===== src/sv/tacc_pkg.sv =====
`timescale 1ns / 1ps

package tacc_pkg;

  // command codes carried in the mode field
  typedef enum logic [2:0] {
    MODE_START = 3'd0,
    MODE_SET   = 3'd1,
    MODE_STOP  = 3'd2,
    MODE_EVENT = 3'd3,
    MODE_READ  = 3'd4
  } mode_t;

  localparam int unsigned TICK_W  = 16;
  localparam int unsigned TIME_W  = 32;
  localparam logic [TICK_W-1:0] PERIOD_TOP_RST = 16'hFFFF;

  // alarm bookkeeping kept between beats
  typedef struct packed {
    logic [TICK_W-1:0] alarm_value;
    logic              armed;
    logic              update_held;
    logic              write_in_flight;
    logic [TICK_W-1:0] wrap_count;
  } state_t;

  // one input beat, unpacked
  typedef struct packed {
    logic [2:0]        mode;
    logic [TICK_W-1:0] alarm_time;
    logic              compare_written;
    logic              reload_match;
    logic              compare_match;
    logic [TICK_W-1:0] counter_low;
  } item_t;

  // one result beat
  typedef struct packed {
    logic              write_compare;
    logic [TICK_W-1:0] compare_value;
    logic              fire_handler;
    logic [TIME_W-1:0] time_extended;
    logic              alarm_is_active;
    logic              stop_must_wait;
  } result_t;

endpackage


===== src/sv/tick_alarm_compare_controller.sv =====
`timescale 1ns / 1ps

// Alarm controller for a low-power tick timer. Each input beat is a command
// (start, set, stop, interrupt event or counter read) and yields exactly one
// result beat, held in a registered output. A new beat is accepted every
// cycle; the only stall is the single output register, so in_tready drops
// only while a result sits there and out_tready is low. The user must write
// period_top over the cfg port only while no beat is in flight; the block
// does not enforce this. It resets to 0xFFFF. time_extended joins the 16-bit
// overflow count (event-beat reload matches) above the low COUNTER_BITS bits.
module tick_alarm_compare_controller #(
  parameter int COUNTER_BITS = 16
) (
  input  logic        clk,
  input  logic        rst_n,
  // slave side
  input  logic        in_tvalid,
  output logic        in_tready,
  // [15:0] alarm_time, [16] compare_written, [17] reload_match,
  // [18] compare_match, [34:19] counter_low, [39:35] zero
  input  logic [39:0] in_tdata,
  // [2:0] mode
  input  logic [2:0]  in_tuser,
  // master side
  output logic        out_tvalid,
  input  logic        out_tready,
  // [0] write_compare, [16:1] compare_value, [17] fire_handler,
  // [49:18] time_extended, [50] alarm_is_active, [51] stop_must_wait, [55:52] zero
  output logic [55:0] out_tdata,
  // config write
  input  logic        cfg_valid,
  output logic        cfg_ready,
  input  logic [15:0] cfg_data
);

  tacc_pkg::state_t                state_r;
  tacc_pkg::state_t                state_nxt;
  tacc_pkg::item_t                 item;
  tacc_pkg::result_t               result;
  tacc_pkg::result_t               result_r;
  logic [tacc_pkg::TICK_W-1:0]     period_top_r;
  logic                            out_valid_r;
  logic                            in_beat;

  // beat unpacking
  assign item.mode            = in_tuser;
  assign item.alarm_time      = in_tdata[15:0];
  assign item.compare_written = in_tdata[16];
  assign item.reload_match    = in_tdata[17];
  assign item.compare_match   = in_tdata[18];
  assign item.counter_low     = in_tdata[34:19];

  // handshake
  assign in_tready  = !out_valid_r || out_tready;
  assign in_beat    = in_tvalid && in_tready;
  assign out_tvalid = out_valid_r;
  assign cfg_ready  = 1'b1;

  tacc_core #(
    .COUNTER_BITS(COUNTER_BITS)
  ) u_core (
    .state     (state_r),
    .item      (item),
    .period_top(period_top_r),
    .state_nxt (state_nxt),
    .result    (result)
  );

  // control state and config
  always_ff @(posedge clk) begin
    if (!rst_n) begin
      state_r      <= '0;
      period_top_r <= tacc_pkg::PERIOD_TOP_RST;
      out_valid_r  <= 1'b0;
    end else begin
      if (in_beat) begin
        state_r <= state_nxt;
      end
      if (cfg_valid) begin
        period_top_r <= cfg_data;
      end
      if (in_beat) begin
        out_valid_r <= 1'b1;
      end else if (out_tready) begin
        out_valid_r <= 1'b0;
      end
    end
  end

  // result register
  always_ff @(posedge clk) begin
    if (in_beat) begin
      result_r <= result;
    end
  end

  assign out_tdata = {4'd0,
                      result_r.stop_must_wait,
                      result_r.alarm_is_active,
                      result_r.time_extended,
                      result_r.fire_handler,
                      result_r.compare_value,
                      result_r.write_compare};

`ifndef SYNTHESIS
  // a held update and an in-flight write never coexist
  a_held_excl: assert property (@(posedge clk) disable iff (!rst_n)
    !(state_r.update_held && state_r.write_in_flight))
    else $error("held update and write in flight both set");

  // a held update only exists for an armed alarm
  a_held_armed: assert property (@(posedge clk) disable iff (!rst_n)
    state_r.update_held |-> state_r.armed)
    else $error("held update while disarmed");

  // start arms and launches a compare write
  a_start: assert property (@(posedge clk) disable iff (!rst_n)
    (in_beat && in_tuser == tacc_pkg::MODE_START) |=>
      (state_r.armed && state_r.write_in_flight && out_tvalid && out_tdata[0]))
    else $error("start did not arm and write");

  // stop disarms and reports disarmed
  a_stop: assert property (@(posedge clk) disable iff (!rst_n)
    (in_beat && in_tuser == tacc_pkg::MODE_STOP) |=> (!state_r.armed && !out_tdata[50]))
    else $error("stop left alarm armed");
`endif

endmodule


===== src/sv/tacc_core.sv =====
`timescale 1ns / 1ps

module tacc_core #(
  parameter int COUNTER_BITS = 16
) (
  input  tacc_pkg::state_t            state,
  input  tacc_pkg::item_t             item,
  input  logic [tacc_pkg::TICK_W-1:0] period_top,
  output tacc_pkg::state_t            state_nxt,
  output tacc_pkg::result_t           result
);

  localparam int unsigned WIDE_W = tacc_pkg::TICK_W + tacc_pkg::TIME_W;
  localparam logic [tacc_pkg::TICK_W-1:0] CNT_MASK =
    (COUNTER_BITS >= tacc_pkg::TICK_W) ? {tacc_pkg::TICK_W{1'b1}}
                                       : tacc_pkg::TICK_W'((1 << COUNTER_BITS) - 1);

  logic [WIDE_W-1:0] time_wide;

  // command decode and state update
  always_comb begin
    state_nxt = state;
    result    = '0;
    unique case (tacc_pkg::mode_t'(item.mode))
      tacc_pkg::MODE_START: begin
        state_nxt.alarm_value     = item.alarm_time;
        state_nxt.armed           = 1'b1;
        state_nxt.update_held     = 1'b0;
        state_nxt.write_in_flight = 1'b1;
        result.write_compare      = 1'b1;
        result.compare_value      = item.alarm_time;
      end
      tacc_pkg::MODE_SET: begin
        state_nxt.alarm_value = item.alarm_time;
        state_nxt.armed       = 1'b1;
        if (state.update_held || state.write_in_flight) begin
          // handshake busy: hold the new value until the write completes
          state_nxt.update_held     = 1'b1;
          state_nxt.write_in_flight = 1'b0;
        end else begin
          state_nxt.write_in_flight = 1'b1;
          result.write_compare      = 1'b1;
          result.compare_value      = item.alarm_time;
        end
      end
      tacc_pkg::MODE_STOP: begin
        result.stop_must_wait     = state.update_held || state.write_in_flight;
        state_nxt.alarm_value     = '0;
        state_nxt.armed           = 1'b0;
        state_nxt.update_held     = 1'b0;
        state_nxt.write_in_flight = 1'b0;
      end
      tacc_pkg::MODE_EVENT: begin
        // overflows count whether or not an alarm is armed
        if (item.reload_match) begin
          state_nxt.wrap_count = state.wrap_count + 1'b1;
        end
        if (state.armed) begin
          if (item.compare_written) begin
            if (state.update_held) begin
              result.write_compare      = 1'b1;
              result.compare_value      = state.alarm_value;
              state_nxt.update_held     = 1'b0;
              state_nxt.write_in_flight = 1'b1;
            end else begin
              state_nxt.write_in_flight = 1'b0;
            end
          end
          result.fire_handler = item.compare_match ||
                                (item.reload_match && state.alarm_value == period_top);
        end
      end
      default: begin
        // read and unused codes leave the state alone
      end
    endcase

    time_wide = (WIDE_W'(state_nxt.wrap_count) << COUNTER_BITS)
              | WIDE_W'(item.counter_low & CNT_MASK);
    result.time_extended   = time_wide[tacc_pkg::TIME_W-1:0];
    result.alarm_is_active = state_nxt.armed;
  end

endmodule

===== config.mk =====
export PLATFORM = sky130hd
export DESIGN_NAME = tick_alarm_compare_controller
export DESIGN_NICKNAME = d
export VERILOG_FILES = /design/src/sv/tacc_pkg.sv /design/src/sv/tick_alarm_compare_controller.sv /design/src/sv/tacc_core.sv
export SDC_FILE = /design/constraint.sdc
export NUM_CORES = 1
export LEC_CHECK = 0
export BUFFER_PORTS_ARGS = -buffer_cell sky130_fd_sc_hd__buf_4
export CORE_MARGIN = 1.5
export CORE_UTILIZATION = 55
export DETAILED_ROUTE_END_ITERATION = 6
export GPL_TIMING_DRIVEN = 0
export PLACE_DENSITY = 0.94
export SLEW_MARGIN = 10
export SYNTH_ARGS = -nofsm -noshare
export SYNTH_HDL_FRONTEND = slang
export SYNTH_SLANG_ARGS = --single-unit

===== constraint.sdc =====
create_clock -name clk -period 6.9 [get_ports clk]
set_input_delay 1.38 -clock clk [delete_from_list [all_inputs] [get_ports clk]]
set_output_delay 1.38 -clock clk [all_outputs]
set_load 0.005 [all_outputs]

== Yosys cells after proc, flatten, opt, wreduce, memory -nomap -nowiden ==
Index checks and enable logic that the tools add are counted.
Word-level totals
  output and inout bits: 59
  flip-flop bits (word level): 104
  word-level logic and storage cells: 53
Operators by class
  bitwise operators: 1
  multiplexer cells: 16
  reductions and logical operators: 15
  $add $sub $neg: 1
  eq/ne operators: 7
Operators with widths (count)
  17-bit 2-to-1 mux: 3
  17-bit one-hot mux with 3 select lines: 1
  17-bit one-hot mux with 2 select lines: 1
  16-bit 2-to-1 mux: 2
  32-bit by 16-bit OR with 32-bit output: 1
  18-bit 2-to-1 mux: 1
  16-bit by 1-bit adder with 16-bit output (second input constant): 1
  16-bit equality test: 1
  2-bit one-hot mux with 4 select lines: 1
  3-bit by 2-bit equality test with 1-bit output (second input constant): 2
  1-bit 2-to-1 mux: 5
  5-bit AND reduction: 1
  2-bit 2-to-1 mux: 2
  2-bit inequality test (second input constant): 2
  2-bit AND reduction: 2
  4-bit AND reduction: 1
  2-bit nonzero test: 2
  4-bit nonzero test: 1
  3-bit by 1-bit equality test with 1-bit output (second input constant): 1
  3-bit zero test: 1
  1-bit logical OR: 3
  1-bit logical AND: 2
  2-bit by 1-bit inequality test with 1-bit output (second input constant): 1
  2-bit OR reduction: 1
  1-bit zero test: 1

== Logic depth before layout (Yosys ltp) ==
  depth after elaboration: 5
  depth in mapped cells: 7
  gate-level depth less buffers: 5

== By module ==
From an unflattened synthesis, not the netlist that was laid out.
Unflattened totals
  cell total of the unflattened synthesis: 425
  area total of the unflattened synthesis: 4805.9 µm²
By module, submodules not included
  tick_alarm_compare_controller: sequential area each 2602.5 µm², cells an instance 268, area an instance 3649.8 µm², instances 1
  tacc_core: sequential area each 0.0 µm², cells an instance 157, area an instance 1156.1 µm², instances 1

== Worst setup path after synthesis ==
OpenSTA, ideal clock, no wires.
  kind: in2reg
  from: input port out_tready
  to: register result_r (netlist bit out_tdata[0]), enable pin
  setup slack: 3.472 ns
  stages: 5
  required time: 6.492 ns
  arrival: 3.020 ns
  cell sequence: nand2b_1 clkbuf_2 nand2_1 buf_2 inv_1
On the way
  word-level cells in the longest chain between the ends: 2
RTL lines
  start: declaration: line tick_alarm_compare_controller.sv:26  | input logic out_tready,
  1-bit logical OR: line tick_alarm_compare_controller.sv:54  | assign in_tready = !out_valid_r || out_tready;
  net in_tready: line tick_alarm_compare_controller.sv:18  | output logic in_tready,
  1-bit logical AND: line tick_alarm_compare_controller.sv:55  | assign in_beat = in_tvalid && in_tready;
  net in_beat: line tick_alarm_compare_controller.sv:43  | logic in_beat;
  end signal: assignment: line tick_alarm_compare_controller.sv:93  | result_r <= result;
  end: declaration: line tick_alarm_compare_controller.sv:40  | tacc_pkg::result_t result_r;
The timed path passes the listed nets, and every way through them passes these cells.
A chain may end at the register's enable or synchronous reset.

== Worst setup path in the final report ==
  from: input port out_tready
  to: output port in_tready
On the way
  word-level cells in the longest chain between the ends: 1
RTL lines (line)
  1-bit logical OR: tick_alarm_compare_controller.sv:54
  end: declaration: tick_alarm_compare_controller.sv:18
Every way passes these cells.

==> run_results.csv <==
group,metric,value,unit
yosys,ys_ff_latch,104,
setup_path,critical_path_required,5.52,ns
placement,gpl.final_weighted_congestion,0.8816,
setup_path,worst_r2r_start,"out_tvalid$_SDFFE_PN0P_",
sta,final_hold_viol_count,0,
setup_path,critical-path-top-cell-by-count,"buf_4",
global_routing,first_global_vias,3181,
floorplan,initial_utilization,56.62,%
setup_path,critPathSlowestCell,"clkbuf_2",
yosys,seq_area_frac_synth,59.79,%
setup_path,cp_max_fo,6,
layout,final_common_cell,"buf_4",
global_routing,grt_usage,23.04,%
sta,timing.max_slew.rel_slack,47.44,%
yosys,mappedNetlistArea,4353,um^2
cts,numClockSinks,104,
sta,fin_skew,0.01230,ns
sta,finalHoldWorstSlack,0.4974,ns
placement,port-buffer-count,109,
sta,tightest_slew,0.7832,ns
worst_hold_path,min_path_type,"flop to flop",
setup_path,timing.critical_path.from,"out_tready",
power,post-layout-total-power,0.001175,W
yosys,synth_enable_flop_cells,52,
drt,route.vias.total,3376,
yosys,synth.avg_cell_area,11.52,um^2
sta,finalMaxSlewViolations,0,
floorplan,i_o_pins,123,
global_routing,grt_remaining_overflow,0,
cts,clkTransAtPathRegs,0.08,ns
global_routing,grt_pass1_wl,15.16,mm
cts,clockBufferDepth,2,
floorplan,chipWidth,91.96,um
cts,cts_made_buffers,9,
sta,report.final.setup_viol,0,
power,cellPowerDensity,212.8,nW/um^2
setup_path,timing.critical_path.from_type,"input port",
setup_path,criticalPathCategory,"input port to primary output",
layout,flow.area_growth_from_synthesis,26.82,%
setup_path,timing.critical_path.slowest_cell_delay,0.16,ns
cts,clock_insertion_delay_worst_skew,0.36,ns
placement,placement.setup.worst_slack,3.595,ns
layout,design.final.nets,567,
drt,detailedRoute.firstIterationViolations,309,
sta,period_needed,3.305,ns
layout,fill_cell_instance_count_of_the_final_layout,547,
drt,detail-route-antenna-nets,0,
run_status,status,"finished, final reports clean",
sta,worst_slack,3.595,ns
global_routing,grt_max_degree,44,
worst_hold_path,timing.hold.worst.start,"state_r[26]$_SDFFE_PN0P_",
sta,min_period_over_period,47.90,%
drt,viasPerCell,5.544,
setup_path,critical_path.endpoint_type,"primary output",
yosys,yosys_most_used_dff,"edfxtp_1",
global_routing,grt_antenna_before_repair,0,
yosys,synth.distinct_cells,42,
placement,dpl.hpwl,7.196,mm
cts,clock_tree.root_cell,"clkbuf_8",
drt,routedWlPerCell,16.01,um
sta,rsz_0062_raised_after_global_routing,"no",
floorplan,core-area,7687,um^2
layout,layout.core_utilization,71.81,%
cts,post-cts-setup-buffer-count,0,
drt,route.final.wire_length,9.751,mm
floorplan,placement_rows,32,
yosys,postSynthCellCount,378,
flow_run,timing.max_cap.violations,0,
yosys,fraction_of_registers_with_async_set_reset,0,%
power,total_leakage_power,2.173,nW
cts,hold_fix_buffers_at_cts,0,
layout,num_antenna_cells,0,
drt,drc,0,
cts,cts_tree,"yes",
cts,cts_max_level,3,
power,peakVddDrop,98.25,uV
layout,commonest_cells_after_routing_fill_and_taps_aside,"buf_4 (114), edfxtp_1 (52), dfxtp_1 (52)",
cts,postCtsResizedCells,0,
yosys,yosys_warnings,0,
setup_path,cp_cell_sequence,"buf_4 -> nand2b_1 -> clkbuf_2 -> buf_4",
setup_path,worst_ep_arrival,1.92,ns
drt,drt_pass1_iterations,5,
layout,drive_above_1_share,28.60,%
sta,fmax,302.6,MHz
floorplan,floorplan.die.height,91.96,um
sta,totalNegativeSetupSlack,0,ns
floorplan,area_enclosed_by_the_die_boundary,8457,um^2
## cell type report
type,count,area [um^2],area share [%]
Sequential cell,104,2603,47.14
Multi-Input combinational cell,245,1593,28.85
Timing Repair Buffer,110,838.3,15.19
Clock buffer,13,148.9,2.697
Buffer,26,146.4,2.652
Tap cell,102,127.6,2.312
Clock inverter,3,41.29,0.7480
Inverter,6,22.52,0.4080
## final timing paths
path,to,cells after the start,slack [ns]
min,state_r[26]$_SDFFE_PN0P_,2,0.50
max reg2reg,out_tdata[34]$_DFFE_PP_,6,4.96
min reg2reg,state_r[26]$_SDFFE_PN0P_,2,0.50
max,in_tready,4,3.60
## routing by layer
layer | vias up | global-route usage, % | routed length (um)
li1 | 1586 | - | -
met1 | 1593 | 29.73 | 3965
met2 | 177 | 39.26 | 4901
met3 | 20 | 2.653 | 690
met4 | 0 | 9.872 | 194
met5 | - | 0 | 0
## power breakdown
| part | total, W | internal, W | leakage, nW | switching [W] |
|---|---|---|---|---|
| clock | 0.000367 | 0.000177 | 0.0913 | 0.000189 |
| sequential | 0.000688 | 0.000675 | 0.941 | 0.0000122 |
| combinational | 0.000121 | 0.0000630 | 1.14 | 0.0000576 |
| total | 0.00117 | 0.000916 | 2.17 | 0.000259 |
## state kept, by name, summed over array words and instances (netlist names)
name,count
out_tdata,52
state_r,35
period_top_r,16
out_tvalid,1
## synth_stat cells, drive strengths merged (2+ instances only)
| library cell | count | area, um^2 |
|---|---|---|
| dfxtp | 52 | 1041 |
| edfxtp | 52 | 1562 |
| nand2 | 42 | 157.7 |
| xnor2 | 31 | 271.5 |
| nor2 | 26 | 97.59 |
| nand3 | 24 | 145.1 |
| a21oi | 23 | 115.1 |
| a32o | 16 | 160.2 |
| mux2i | 16 | 160.2 |
| buf | 13 | 96.34 |
| clkbuf | 13 | 50.04 |
| xor2 | 13 | 113.9 |
| nor3 | 11 | 55.05 |
| nand4 | 7 | 58.81 |
| nor4 | 7 | 71.31 |
| inv | 5 | 18.77 |
| o21ai | 5 | 25.02 |
| and3 | 3 | 18.77 |
| a211oi | 2 | 15.01 |
| conb | 2 | 7.510 |
| or2 | 2 | 12.52 |
| or3 | 2 | 12.51 |
## metrics by stage
step / std cells / area [um^2]
2_1_floorplan: 381 / 4364
4_1_cts: 609 / 5520
3_5_place_dp: 593 / 5330
3_3_place_gp: 592 / 5310
6_report: 609 / 5520
5_1_grt: 609 / 5520
## critical path, delay by kind of cell
kind | cells | cell delay, ns
buffers and inverters | 3 | 0.42
and+or+nand+nor | 1 | 0.12
## kinds of logic (layout without fill, tap and decap cells)
logic type	count (synthesis)	after routing	synth area share [%]
and+or+nand+nor	129	129	15.32
DFF	104	104	59.79
AOI/OAI and AO/OA	49	49	7.761
xor gates and xnor gates	44	44	8.853
buffers and inverters	32	158	3.880
muxes	17	17	3.938
other	2	5	0.1725
adders and majority gates	1	1	0.2874
(Power assumes the default switching activity.)
